## config.mk

```make
export PLATFORM = sky130hd
export DESIGN_NAME = utf16_to_utf8_transcoder
export DESIGN_NICKNAME = d
export VERILOG_FILES = /design/src/rtl/utt_pkg.sv /design/src/rtl/utt_front.sv /design/src/rtl/utt_fifo.sv /design/src/rtl/utt_back.sv /design/src/rtl/utf16_to_utf8_transcoder.sv
export SDC_FILE = /design/constraint.sdc
export NUM_CORES = 1
export LEC_CHECK = 0
export ABC_AREA = 1
export BUFFER_PORTS_ARGS = -buffer_cell sky130_fd_sc_hd__buf_2
export CORE_MARGIN = 2
export CORE_UTILIZATION = 65
export DETAILED_ROUTE_END_ITERATION = 12
export PLACE_DENSITY = 0.83
export REMOVE_ABC_BUFFERS = 1
export SETUP_SLACK_MARGIN = 0.02
export SKIP_CTS_REPAIR_TIMING = 1
export SLEW_MARGIN = 20
export SYNTH_ARGS = -nofsm -noshare
export SYNTH_HDL_FRONTEND = slang
export SYNTH_SLANG_ARGS = --single-unit
```

## constraint.sdc

```tcl
create_clock -name clk -period 5.1 [get_ports clk]
set_input_delay 0.255 -clock clk [delete_from_list [all_inputs] [get_ports clk]]
set_output_delay 0.255 -clock clk [all_outputs]
set_load 0.05 [all_outputs]
```

## src/rtl/utt_pkg.sv

```systemverilog
// Shared types and constants for the UTF-16 to UTF-8 transcoder.
// No dependencies; imported by the front, queue and back modules.
package utt_pkg;

    // Upper six bits of a surrogate code unit.
    localparam logic [5:0] HIGH_SURR_TAG = 6'b110110;
    localparam logic [5:0] LOW_SURR_TAG  = 6'b110111;

    // First code point of the supplementary planes.
    localparam logic [20:0] SUPP_BASE = 21'h10000;

    // Queue depth between front and back.
    localparam int unsigned JOB_DEPTH = 2;

    // One classified job: an optional held surrogate to flush as three bytes,
    // then an optional code point to encode.
    typedef struct packed {
        logic        pre_valid;
        logic [9:0]  pre_bits;
        logic        main_valid;
        logic [20:0] main_cp;
        logic        last;
    } utt_job_t;

endpackage

```

## src/rtl/utt_front.sv

```systemverilog
// Front end: accepts UTF-16 code units, pairs surrogates and emits code point jobs.
// Depends on utt_pkg.
module utt_front (
    input  logic              clk,
    input  logic              rst_n,
    input  logic              in_valid,
    output logic              in_stall,
    input  logic [15:0]       code_unit,
    input  logic              last_unit,
    input  logic              job_full,
    output logic              job_push,
    output utt_pkg::utt_job_t job
);
    import utt_pkg::*;

    logic       pending_valid_reg;
    logic       pending_valid_next;
    logic [9:0] pending_bits_reg;
    logic [9:0] pending_bits_next;
    logic       accept;
    logic       is_high;
    logic       is_low;
    logic       pair_done;

    assign in_stall  = job_full;
    assign accept    = in_valid && !job_full;
    assign is_high   = (code_unit[15:10] == HIGH_SURR_TAG);
    assign is_low    = (code_unit[15:10] == LOW_SURR_TAG);
    assign pair_done = pending_valid_reg && is_low;

    always_comb
    begin
        job            = '0;
        job.last       = last_unit;
        if (pending_valid_reg)
        begin
            if (is_low)
            begin
                job.main_valid = 1'b1;
                job.main_cp    = SUPP_BASE + {1'b0, pending_bits_reg, code_unit[9:0]};
            end
            else
            begin
                job.pre_valid = 1'b1;
                job.pre_bits  = pending_bits_reg;
            end
        end
        if (!pair_done && !(is_high && !last_unit))
        begin
            job.main_valid = 1'b1;
            job.main_cp    = {5'b0, code_unit};
        end
    end

    assign job_push = accept && (job.pre_valid || job.main_valid);

    always_comb
    begin
        pending_valid_next = pending_valid_reg;
        pending_bits_next  = pending_bits_reg;
        if (accept)
        begin
            // A high surrogate that is not the last unit waits for its partner.
            pending_valid_next = !pair_done && is_high && !last_unit;
            pending_bits_next  = pending_valid_next ? code_unit[9:0] : 10'd0;
        end
    end

    always_ff @(posedge clk or negedge rst_n)
    begin
        if (!rst_n)
        begin
            pending_valid_reg <= 1'b0;
            pending_bits_reg  <= 10'd0;
        end
        else
        begin
            pending_valid_reg <= pending_valid_next;
            pending_bits_reg  <= pending_bits_next;
        end
    end

endmodule

```

## src/rtl/utt_fifo.sv

```systemverilog
// Short job queue between the front and back ends.
// Depends on utt_pkg.
module utt_fifo (
    input  logic              clk,
    input  logic              rst_n,
    input  logic              push,
    input  utt_pkg::utt_job_t push_job,
    output logic              full,
    input  logic              pop,
    output logic              job_valid,
    output utt_pkg::utt_job_t job
);
    import utt_pkg::*;

    localparam int unsigned PTR_W = $clog2(JOB_DEPTH);
    localparam int unsigned CNT_W = $clog2(JOB_DEPTH + 1);

    utt_job_t         mem [JOB_DEPTH];
    logic [PTR_W-1:0] wr_ptr_reg;
    logic [PTR_W-1:0] wr_ptr_next;
    logic [PTR_W-1:0] rd_ptr_reg;
    logic [PTR_W-1:0] rd_ptr_next;
    logic [CNT_W-1:0] count_reg;
    logic [CNT_W-1:0] count_next;

    assign full      = (count_reg == CNT_W'(JOB_DEPTH));
    assign job_valid = (count_reg != '0);
    assign job       = mem[rd_ptr_reg];

    always_comb
    begin
        wr_ptr_next = wr_ptr_reg;
        rd_ptr_next = rd_ptr_reg;
        count_next  = count_reg;
        if (push)
        begin
            wr_ptr_next = (wr_ptr_reg == PTR_W'(JOB_DEPTH - 1)) ? '0 : wr_ptr_reg + 1'b1;
        end
        if (pop)
        begin
            rd_ptr_next = (rd_ptr_reg == PTR_W'(JOB_DEPTH - 1)) ? '0 : rd_ptr_reg + 1'b1;
        end
        if (push && !pop)
        begin
            count_next = count_reg + 1'b1;
        end
        else if (pop && !push)
        begin
            count_next = count_reg - 1'b1;
        end
    end

    always_ff @(posedge clk)
    begin
        if (push)
        begin
            mem[wr_ptr_reg] <= push_job;
        end
    end

    always_ff @(posedge clk or negedge rst_n)
    begin
        if (!rst_n)
        begin
            wr_ptr_reg <= '0;
            rd_ptr_reg <= '0;
            count_reg  <= '0;
        end
        else
        begin
            wr_ptr_reg <= wr_ptr_next;
            rd_ptr_reg <= rd_ptr_next;
            count_reg  <= count_next;
        end
    end

endmodule

```

## src/rtl/utt_back.sv

```systemverilog
// Back end: encodes a queued job into UTF-8 bytes and sends them one per beat.
// Depends on utt_pkg.
module utt_back (
    input  logic              clk,
    input  logic              rst_n,
    input  logic              job_valid,
    input  utt_pkg::utt_job_t job,
    output logic              job_pop,
    output logic              out_valid,
    input  logic              out_stall,
    output logic [7:0]        out_byte,
    output logic              run_last,
    output logic              end_of_text
);
    import utt_pkg::*;

    typedef struct packed {
        logic [31:0] bytes;
        logic [2:0]  len;
    } enc_t;

    function automatic enc_t encode_cp(input logic [20:0] cp);
        enc_t e;
        if (cp < 21'h80)
        begin
            e.bytes = {cp[7:0], 24'h0};
            e.len   = 3'd1;
        end
        else if (cp < 21'h800)
        begin
            e.bytes = {3'b110, cp[10:6], 2'b10, cp[5:0], 16'h0};
            e.len   = 3'd2;
        end
        else if (cp < SUPP_BASE)
        begin
            e.bytes = {4'b1110, cp[15:12], 2'b10, cp[11:6], 2'b10, cp[5:0], 8'h0};
            e.len   = 3'd3;
        end
        else
        begin
            e.bytes = {5'b11110, cp[20:18], 2'b10, cp[17:12], 2'b10, cp[11:6],
                       2'b10, cp[5:0]};
            e.len   = 3'd4;
        end
        return e;
    endfunction

    logic [47:0] bytes_reg;
    logic [47:0] bytes_next;
    logic [2:0]  cnt_reg;
    logic [2:0]  cnt_next;
    logic        busy_reg;
    logic        busy_next;
    logic        last_reg;
    logic        last_next;
    logic        out_accept;
    logic        final_beat;
    enc_t        main_enc;
    logic [47:0] load_bytes;
    logic [2:0]  load_cnt;

    assign out_valid   = busy_reg;
    assign out_accept  = busy_reg && !out_stall;
    assign final_beat  = (cnt_reg == 3'd1);
    assign out_byte    = bytes_reg[47:40];
    assign run_last    = final_beat;
    assign end_of_text = final_beat && last_reg;
    assign job_pop     = job_valid && (!busy_reg || (out_accept && final_beat));

    always_comb
    begin
        main_enc = encode_cp(job.main_cp);
        if (job.pre_valid)
        begin
            // A flushed high surrogate always encodes as ED, 10xx_bbbb, 10bb_bbbb.
            // The unit after it lies in the BMP, so at most three bytes follow.
            load_bytes = {8'hED, 4'b1010, job.pre_bits[9:6], 2'b10, job.pre_bits[5:0],
                          main_enc.bytes[31:8]};
            load_cnt   = job.main_valid ? 3'd3 + main_enc.len : 3'd3;
        end
        else
        begin
            load_bytes = {main_enc.bytes, 16'h0};
            load_cnt   = main_enc.len;
        end
    end

    always_comb
    begin
        bytes_next = bytes_reg;
        cnt_next   = cnt_reg;
        busy_next  = busy_reg;
        last_next  = last_reg;
        if (job_pop)
        begin
            bytes_next = load_bytes;
            cnt_next   = load_cnt;
            busy_next  = 1'b1;
            last_next  = job.last;
        end
        else if (out_accept)
        begin
            bytes_next = {bytes_reg[39:0], 8'h0};
            cnt_next   = cnt_reg - 1'b1;
            busy_next  = !final_beat;
        end
    end

    always_ff @(posedge clk)
    begin
        bytes_reg <= bytes_next;
        last_reg  <= last_next;
    end

    always_ff @(posedge clk or negedge rst_n)
    begin
        if (!rst_n)
        begin
            cnt_reg  <= 3'd0;
            busy_reg <= 1'b0;
        end
        else
        begin
            cnt_reg  <= cnt_next;
            busy_reg <= busy_next;
        end
    end

endmodule

```

## src/rtl/utf16_to_utf8_transcoder.sv

```systemverilog
// UTF-16 to UTF-8 transcoder top level. The first byte of a unit is offered once its
// job is written into the queue and then loaded into the back end's byte register.
// Output: one byte per cycle while out_stall is low. A unit yields 0 to 6 bytes; the
// back end's byte serializer loads the next job as the last byte of a job is taken.
// A two-entry job queue lets input keep flowing while bytes drain. Reset clears the
// held surrogate and queue.
module utf16_to_utf8_transcoder (
    input  logic        clk,
    input  logic        rst_n,
    input  logic        in_valid,
    output logic        in_stall,
    input  logic [15:0] code_unit,
    input  logic        last_unit,
    output logic        out_valid,
    input  logic        out_stall,
    output logic [7:0]  out_byte,
    output logic        run_last,
    output logic        end_of_text
);
    import utt_pkg::*;

    utt_job_t push_job;
    utt_job_t head_job;
    logic     job_push;
    logic     job_full;
    logic     job_valid;
    logic     job_pop;

    utt_front u_front (
        .clk       (clk),
        .rst_n     (rst_n),
        .in_valid  (in_valid),
        .in_stall  (in_stall),
        .code_unit (code_unit),
        .last_unit (last_unit),
        .job_full  (job_full),
        .job_push  (job_push),
        .job       (push_job)
    );

    utt_fifo u_fifo (
        .clk       (clk),
        .rst_n     (rst_n),
        .push      (job_push),
        .push_job  (push_job),
        .full      (job_full),
        .pop       (job_pop),
        .job_valid (job_valid),
        .job       (head_job)
    );

    utt_back u_back (
        .clk         (clk),
        .rst_n       (rst_n),
        .job_valid   (job_valid),
        .job         (head_job),
        .job_pop     (job_pop),
        .out_valid   (out_valid),
        .out_stall   (out_stall),
        .out_byte    (out_byte),
        .run_last    (run_last),
        .end_of_text (end_of_text)
    );

endmodule
```

Word level (Yosys, flattened, before mapping). Memories as Yosys holds them, arrays and structs flattened. Index checks and enable logic that the tools add are counted.

Add/sub/neg operators: 7. Eq/ne operators: 4. Multiplexer cells: 23. Reductions and logical operators: 27. Order comparisons: 3.

Operators with widths (count): two-way mux 48 bit (3); two-way mux 35 bit (2); two-way mux 22 bit (2); two-way mux 33 bit (1); two-way mux 32 bit (1); adder 17 x 20 -> 21 bit (first input constant) (1); less-than comparator 21 x 12 -> 1 bit (second input constant) (1); less-than comparator 21 x 17 -> 1 bit (second input constant) (1); less-than comparator 21 x 8 -> 1 bit (second input constant) (1); logical AND 1 bit (13); == test 6 bit (second input constant) (2); two-way mux 3 bit (4); two-way mux 11 bit (1); two-way mux 10 bit (1); logical NOT 1 bit (9); two-way mux 1 bit (6); nonzero test 2 bit (3); two-way mux 2 bit (2); adder 2 x 3 -> 3 bit (first input constant) (1); == test 3 x 1 -> 1 bit (second input constant) (1); subtractor 3 x 1 -> 3 bit (second input constant) (1); adder 1 bit (second input constant) (2); adder 2 x 1 -> 2 bit (second input constant) (1); == test 2 bit (second input constant) (1); 2 further kinds (3).

Flip-flop bits (word level): 68. Output and inout bits: 12. Bits in writable memories: 68. Input port bits: 21. Memories kept: 1. Word-level logic and storage cells: 74.

Memory list: u_fifo.mem (depth 2, width 34, rd ports 1, clocked after Yosys merged registers in 0, wr ports 1, RTL line utt_fifo.sv:18) `utt_job_t mem [JOB_DEPTH];`.

Logic depth before layout (Yosys ltp). Gate-level depths: netlist of the first run.

Depth after elaboration: 11. Mapped depth: 17. Depth with buffers taken out: 15.

Cells and area by module. A second synthesis of the first run with hierarchy kept.

Cell total of the unflattened synthesis: 600. Area total of the unflattened synthesis: 6598.8 um^2.

Modules (own cells, without submodules): utt_back (seq. area each 1511.4 um^2, instances 1, cells an instance 328, area each 2904.0 um^2); utt_fifo (seq. area each 2142.1 um^2, instances 1, cells an instance 131, area each 2811.4 um^2); utt_front (seq. area each 275.3 um^2, instances 1, cells an instance 141, area each 883.3 um^2).

Worst setup path after synthesis of the first run. OpenSTA, ideal clock, no wires.

Path type: reg2reg. Start: register u_fifo.count_reg[1]. End: memory u_fifo.mem[1][0] in the netlist's numbering (enable). Arrival time: 2551 ps. Path buffers: 0. Slack: 2122 ps. Data required time: 4673 ps. Clock period less this slack: 2978 ps. Cell stages (with the launch flop): 6. Library setup time: 427 ps. Cells stage by stage: dfrtp_1 inv_1 nor2_1 nor2_1 o21ai_0 nor2_1.

Word-level cells in the longest chain between the ends: 6.

RTL lines: start: declaration (RTL line utt_fifo.sv:23) `logic [CNT_W-1:0] count_reg;`; start signal: assignment (RTL line utt_fifo.sv:73) `count_reg <= count_next;`; == test 2 bit (RTL line utt_fifo.sv:26) `assign full = (count_reg == CNT_W'(JOB_DEPTH));`; named net in_stall (RTL line utf16_to_utf8_transcoder.sv:11) `output logic in_stall,`; logical NOT 1 bit (RTL line utt_front.sv:26) `assign accept = in_valid && !job_full;`; logical AND 1 bit (RTL line utt_front.sv:26); logical AND 1 bit (RTL line utt_front.sv:55) `assign job_push = accept && (job.pre_valid || job.main_valid);`; two-way mux 1 bit (RTL line utt_fifo.sv:55) `if (push)`; two-way mux 1 bit (not written as such) (RTL line utt_fifo.sv:57) `mem[wr_ptr_reg] <= push_job;`; end: declaration (RTL line utt_fifo.sv:18).

The timed path passes the listed nets, and every way through them passes these cells.

Worst setup path after layout of the first run.
Start: register u_back.cnt_reg[0]. End: register u_back.bytes_reg[4] (data pin).

Word-level cells in the longest chain between the ends: 5.

RTL lines: start: declaration (RTL line utt_back.sv:50) `logic [2:0] cnt_reg;`; start signal: assignment (RTL line utt_back.sv:124) `cnt_reg <= cnt_next;`; == test 3 x 1 -> 1 bit (RTL line utt_back.sv:64) `assign final_beat = (cnt_reg == 3'd1);`; logical AND 1 bit (RTL line utt_back.sv:68) `assign job_pop = job_valid && (!busy_reg || (out_accept && final_beat));`; logical OR 1 bit (RTL line utt_back.sv:68); logical AND 1 bit (RTL line utt_back.sv:68); two-way mux 48 bit (RTL line utt_back.sv:94) `if (job_pop)`; end signal: assignment (RTL line utt_back.sv:111) `bytes_reg <= bytes_next;`; end: declaration (RTL line utt_back.sv:48) `logic [47:0] bytes_reg;`.

Every way passes these cells. A chain may end at the register's enable or synchronous reset.

==> summary.txt, run 1 <==
Status
  • Status: finished, final reports clean

Flow run
  • Max_cap viols: 0

Drt
  • WL per Instance: around 17 um
  • Final ANT Viol Nets: 0
  • Via Count: ~4400
  • DRC: 0
  • First-pass iteration count of the detailed router: 6
  • DRT iter0 DRCs: between 300 and 400
  • Routed vias/inst: about 5.7
  • Routed WL: 13.39 mm

Yosys
  • Avg Inst Size Synth: just over 10 um^2
  • Asr flop ratio synth: 0.1418
  • Top_reg_cell synth: edfxtp_1
  • Post-Synth XOR/XNOR Area: 0.008382
  • Top cells by area, synth: edfxtp_1 55%, nand2_1 8.4%, dfrtp_1 7.6%
  • Post-synth EDFFs: ~120
  • Most area-hungry cell type in the Yosys netlist: edfxtp_1
  • Post-synthesis sequential area ratio: 0.6266
  • Post-synthesis simple-gate area fraction: 0.1806
  • Largest family of logic cells by synthesized area: simple AND/OR/NAND/NOR gates
  • Synth Area in Compound Gates: 0.07923
  • Mux cell area share after synthesis: 0.01916
  • Mapped cell area: 6270 um^2
  • Synth Register Bits: 134
  • Synth cell types: between 40 and 50
  • YS warnings: 0
  • Post-Synth Adder-Cell Area: 0.009978
  • Share of the synthesized area in the top cell type: 0.5508
  • Syn Inst Count: between 600 and 700

Placement
  • Hpwl dp: 8.957 mm
  • Input/output buffers: 32
  • Global placer's final weighted congestion: 0.9769

Timing
  • Worst Clk Skew: 9.099 ps
  • RSZ-0062 raised after global routing: no
  • Smallest hold slack: 6.096 ps
  • Setup violators final: 0
  • Count of final hold-check violations: 0
  • Slew margin rel.: 0.5140
  • Period Utilization, post-route: 0.5653
  • Post-Route Setup TNS: 0 ps
  • Slew Viols, Final: 0
  • Min cycle time layout: between 2000 and 3000 ps
  • Worst Max-Slew Pin Slew: 721.3 ps
  • Fmax: about 350 MHz

Worst setup path
  • R2R setup slack: 2220 ps
  • CP Capture Type: flip-flop
  • Crit path required time: between 5000 and 6000 ps
  • Critical path class: reg -> reg
  • Worst EP arrival: 3150 ps
  • CP Max Fanout: between 40 and 50
  • Worst Setup Start Kind: flip-flop
  • CP Launch Point: u_back.cnt_reg[0]
  • Launching point of the worst reg2reg path: u_back.cnt_reg[0]

Global routing
  • Vias in the first global route: 4251
  • Gr usage total: 0.2752
  • Global-route wire length before repair: roughly 21 mm
  • GRT overflow: 0
  • Pin count of the biggest net entering global routing: 50
  • Initial antenna violation count: 0

Cells and area
  • Nets: 658
  • Max reg flops: 68
  • # diodes: 0
  • Layout cells sized above 1: 0.1612
  • P&R area growth vs syn: 12.85%
  • Final core occ: 0.7621
  • Layout fillers: ~620

Floorplanning
  • Die area: between 10000 and 15000 um^2
  • Row count: 35
  • Io pins: 33
  • Core box area: approximately 9300 um^2
  • Initial Utilization: 0.6753
  • Die Y: ~100 um
  • Chip width: about 100 um

CTS
  • CTS H-tree lvls: 4
  • CTS Root Buffer Type: clkbuf_8
  • Worst-path clk slew: ~60 ps
  • TritonCTS Buffers: 17
  • CTS tree: yes
  • Worst-Skew Late Latency: 520 ps
  • Worst-case clock buffer depth: 2
  • Sink Count: approximately 130

Worst hold path
  • Hold Startpoint: code_unit[8]
  • Worst hold path type: in -> reg

Pwr
  • Total power: between 0.004 and 0.005 W
  • PwrDens: between 600 and 700 nW/um^2
  • P_leak: 3.023 nW
  • Worst vdd ir: around 0.37 mV
[layer usage]
metal,GRT usage,vias to the layer above,wire length (um)
li1,-,2067,-
met1,0.3585,2094,5501
met2,0.4459,224,6551
met3,0.06635,35,929
met4,0.1200,0,404
met5,0,-,0
[cell type report]
type	instances	area, um^2	area share
Clock buffer	18	427.9	0.06048
Clock inverter	14	173.9	0.02458
Inverter	75	289.0	0.04085
Multi-Input combinational cell	365	1877	0.2653
Sequential cell	134	3929	0.5553
Tap cell	129	161.4	0.02281
Timing Repair Buffer	39	217.7	0.03077
[cells in the final DEF (no fill, tap or decap), types with 3 or more instances in the layout]
master,count
a21o_1,8
a21oi_1,10
and2_1,4
buf_2,32
buf_4,5
bufinv_16,3
clkbuf_16,16
clkinv_2,3
clkinv_4,3
clkinvlp_4,3
dfrtp_1,19
edfxtp_1,115
ha_1,5
inv_1,68
inv_2,5
mux2i_1,12
nand2_1,140
nand2_2,5
nand3_1,29
nor2_1,58
nor2_2,4
nor2_4,7
o211ai_1,4
o21ai_0,27
o21ai_1,8
o22ai_1,17
or2_2,5
xnor2_1,3
xor2_1,3
[metrics by stage]
step / setup WS (ps) / cell area, um^2 / std cells
floorplan: 1729 / 6082 / 574
global placement: 2290 / 6449 / 740
detailed placement: 2288 / 6449 / 740
CTS: 2261 / 7051 / 772
global route: 1979 / 7076 / 774
finish: 2217 / 7076 / 774
[synthesized netlist by cell type, types with 10 or more instances]
library cell and number:
edfxtp_1 115, dfrtp_1 19, mux2i_1 12, nor2_1 60
buf_4 12, a21oi_1 10, nand3_1 29, inv_1 68
nand2_1 141, o22ai_1 17, o21ai_0 27
[worst max-delay path, cell delays in order (launching register included)]
cell and delay (ps):
dfrtp_1 400, ha_1 200, nand2_1 110, o21ai_1 100, o21ai_2 70, buf_4 420
inv_2 270, nand2_1 600, inv_2 190, and2_1 230
[logic make-up after synthesis]
family / after synthesis
AOI/OAI and AO/OA: 82
xor gates and xnor gates: 6
buffers and inverters: 105
muxes: 12
DFF: 134
and+or+nand+nor: 260
adders and majority gates: 5
[path summary, 6_finish.rpt]
path | to | depth (start not counted)
worst max-delay path | u_back.bytes_reg[4] | 9
worst min-delay path | u_front.pending_bits_reg[8] | 3
worst max register to register | u_back.bytes_reg[4] | 9
worst min register to register | u_back.bytes_reg[31] | 2
max in group asynchronous | u_fifo.rd_ptr_reg | 2
min in group asynchronous | u_front.pending_bits_reg[5] | 2
[report_power, final]
part	internal (W)	switching, W
logic	0.000396	0.000969
registers	0.00158	0.000112
clock network	0.000762	0.000471
total	0.00274	0.00155
Note: power is estimated with default switching activity, not from simulation.
==> run 2: changes to the inputs <==
--- a/config.mk
+++ b/config.mk
@@ -8,9 +8,9 @@
 export ABC_AREA = 1
 export BUFFER_PORTS_ARGS = -buffer_cell sky130_fd_sc_hd__buf_2
 export CORE_MARGIN = 2
-export CORE_UTILIZATION = 65
+export CORE_UTILIZATION = 55
 export DETAILED_ROUTE_END_ITERATION = 12
-export PLACE_DENSITY = 0.83
+export PLACE_DENSITY = 0.75
 export REMOVE_ABC_BUFFERS = 1
 export SETUP_SLACK_MARGIN = 0.02
 export SKIP_CTS_REPAIR_TIMING = 1
==> constraint.sdc (replaced) <==
create_clock -name clk -period 2.34 [get_ports clk]
set_input_delay 0.117 -clock clk [delete_from_list [all_inputs] [get_ports clk]]
set_output_delay 0.117 -clock clk [all_outputs]
set_load 0.05 [all_outputs]
==> run 2 against run 1 <==
The flow now finishes with violations (hold timing); register-to-register slack got worse by 2000 ps; clock power rose by 110%; largest cell class unchanged; cell count rose by 5.2%; highest routed layer unchanged; sequential power rose by 120%; combinational power rose by 140%; sequential share of layout area fell by 2.4 points; clock-buffer cell count fell by 1; via count rose by 0.93%; wire length rose by 1.5%; non-clock buffer count rose by 29; clock skew fell by 4.6 ps; die area rose by 17%.
==> summary.txt, run 2 (synthesized netlist as in run 1, its figures left out) <==
Worst setup path
  • R2r endpoint: u_back.bytes_reg[36]
  • CP cell instances: inv_1, ha_1, nand2_1, o21ai_1, o21ai_2, nor2_4, inv_2, nor2_4, nand3_1, nand2_1
  • Critical path class: reg -> reg
  • CP Capture Type: flip-flop
  • CP max stage cell: dfrtp_1
  • CP Launch Point: u_back.cnt_reg[1]
  • Launching point of the worst reg2reg path: u_back.cnt_reg[1]
  • Worst Setup Start Kind: flip-flop
  • Worst Reg-to-Reg Cells: 10
  • Worst setup path end: u_back.bytes_reg[36]
  • CP Max Fanout: 10
  • Crit path required time: approximately 2600 ps
  • Worst EP arrival: between 2000 and 2500 ps
  • Critical Path Max Stage Delay: between 300 and 400 ps
  • R2R setup slack: approximately 190 ps

Drt
  • Routed vias/inst: roughly 5.5
  • WL per Instance: between 15 and 20 um
  • Via Count: 4461
  • Routed WL: ~14 mm
  • Final ANT Viol Nets: 0
  • First-pass iteration count of the detailed router: 5
  • DRC: 0
  • DRT iter0 DRCs: between 400 and 500

CTS
  • TritonCTS Buffers: 17
  • Sink Count: ~130
  • Worst-path clk slew: approximately 60 ps
  • CTS tree: yes
  • Worst-case clock buffer depth: 2
  • Worst-Skew Late Latency: about 420 ps
  • CTS H-tree lvls: 4
  • CTS Root Buffer Type: clkbuf_16

Cells and area
  • # diodes: 0
  • P&R area growth vs syn: 18.00%
  • Commonest non-fill, non-tap cell in the layout: nand2_1
  • Nets: 687
  • Commonest non-fill, non-tap cells in the layout: 133 x nand2_1, 115 x edfxtp_1, 68 x inv_1, 56 x nor2_1, 32 x buf_2
  • Design area: about 7400 um^2
  • Max reg flops: 68
  • Final std cells w/o fill: between 800 and 900
  • Final core occ: 0.6736
  • Layout cells sized above 1: 0.2047

Timing
  • Slew margin rel.: 0.5583
  • Worst Clk Skew: roughly 4.5 ps
  • Count of final hold-check violations: 4
  • Min cycle time layout: between 2000 and 2500 ps
  • Post-Route Setup TNS: 0 ps
  • Final worst slack: roughly 190 ps
  • RSZ-0062 raised after global routing: no
  • Smallest hold slack: -18.35 ps
  • Period Utilization, post-route: 0.9204
  • Setup violators final: 0
  • Worst Max-Slew Pin Slew: roughly 660 ps
  • Slew Viols, Final: 0
  • Fmax: ~460 MHz

Worst hold path
  • Hold Crit Depth: 3
  • Worst hold path type: in -> reg

Global routing
  • GRT overflow: 0
  • Pin count of the biggest net entering global routing: 45
  • Global-route wire length before repair: about 22 mm
  • Vias in the first global route: 4483
  • Initial antenna violation count: 0
  • Gr usage total: 0.2335

Status
  • Status: complete, but fails checks
  • Failing checks: hold timing

Placement
  • Hpwl dp: 9.266 mm
  • Input/output buffers: 32
  • Placed Cells: roughly 770
  • Dpl ws: around 160 ps
  • Cell area after placement: between 6000 and 7000 um^2
  • Global placer's final weighted congestion: 0.9038

Pwr
  • PwrDens: about 1300 nW/um^2
  • Worst vdd ir: 1.104 mV
  • P_leak: between 3 and 4 nW

Floorplanning
  • Chip width: ~110 um
  • Core box area: around 11000 um^2
  • Die area: ~12000 um^2
  • Initial Utilization: 0.5709
  • Die Y: between 100 and 150 um
  • Row count: 38
  • Io pins: 33

Flow run
  • Max_cap viols: 0
## run 2: layer usage
metal	wire, um	track usage
met1	5856	0.3151
met2	6516	0.3648
met3	827	0.05085
met4	384	0.1075
met5	0	0
## run 2: worst min-delay path by stage
stage / slack [ps] / startpoint / end
after detailed placement: 100 / rst_n / u_fifo.wr_ptr_reg
after global routing: 2 / code_unit[9] / u_front.pending_bits_reg[9]
after CTS: -350 / rst_n / u_fifo.count_reg[1]
after floorplan: -180 / rst_n / u_back.cnt_reg[0]
final: -20 / code_unit[0] / u_front.pending_bits_reg[0]
after global placement: 90 / rst_n / u_fifo.wr_ptr_reg
## run 2: metrics by stage
stage	hold slack, ps	power [W]
2_1_floorplan	-178.6	0.005833
3_3_place_gp	94.83	0.006724
3_5_place_dp	102.1	0.006813
4_1_cts	-346.0	0.009425
5_1_grt	1.636	0.01015
6_report	-18.35	0.009603
## run 2: area by class of cell
cell class              instances  area [um^2]
well taps                     140        175.2
multi-input cells             365         1909
clock inverters                15        153.9
clock buffers                  17        425.4
repair buffers                 68        513.0
flip-flops and latches        134         3930
fillers                       826         3585
inverters                      75        291.5
## run 2: worst max-delay path: cells and delay by family, from the launching register on
family | cells | cell delay, ps
AO/OA/AOI/OAI | 2 | 470
adder cells (fa/ha/maj) | 1 | 150
buffers and inverters | 2 | 190
flip-flops | 1 | 380
AND/OR/NAND/NOR | 5 | 810
## run 2: power by group
part           total (W)  leakage (nW)  switching [W]  internal (W)
clock            0.00259         0.283        0.00102       0.00157
combinational    0.00335          1.55        0.00222       0.00113
sequential       0.00366          1.35       0.000213       0.00345
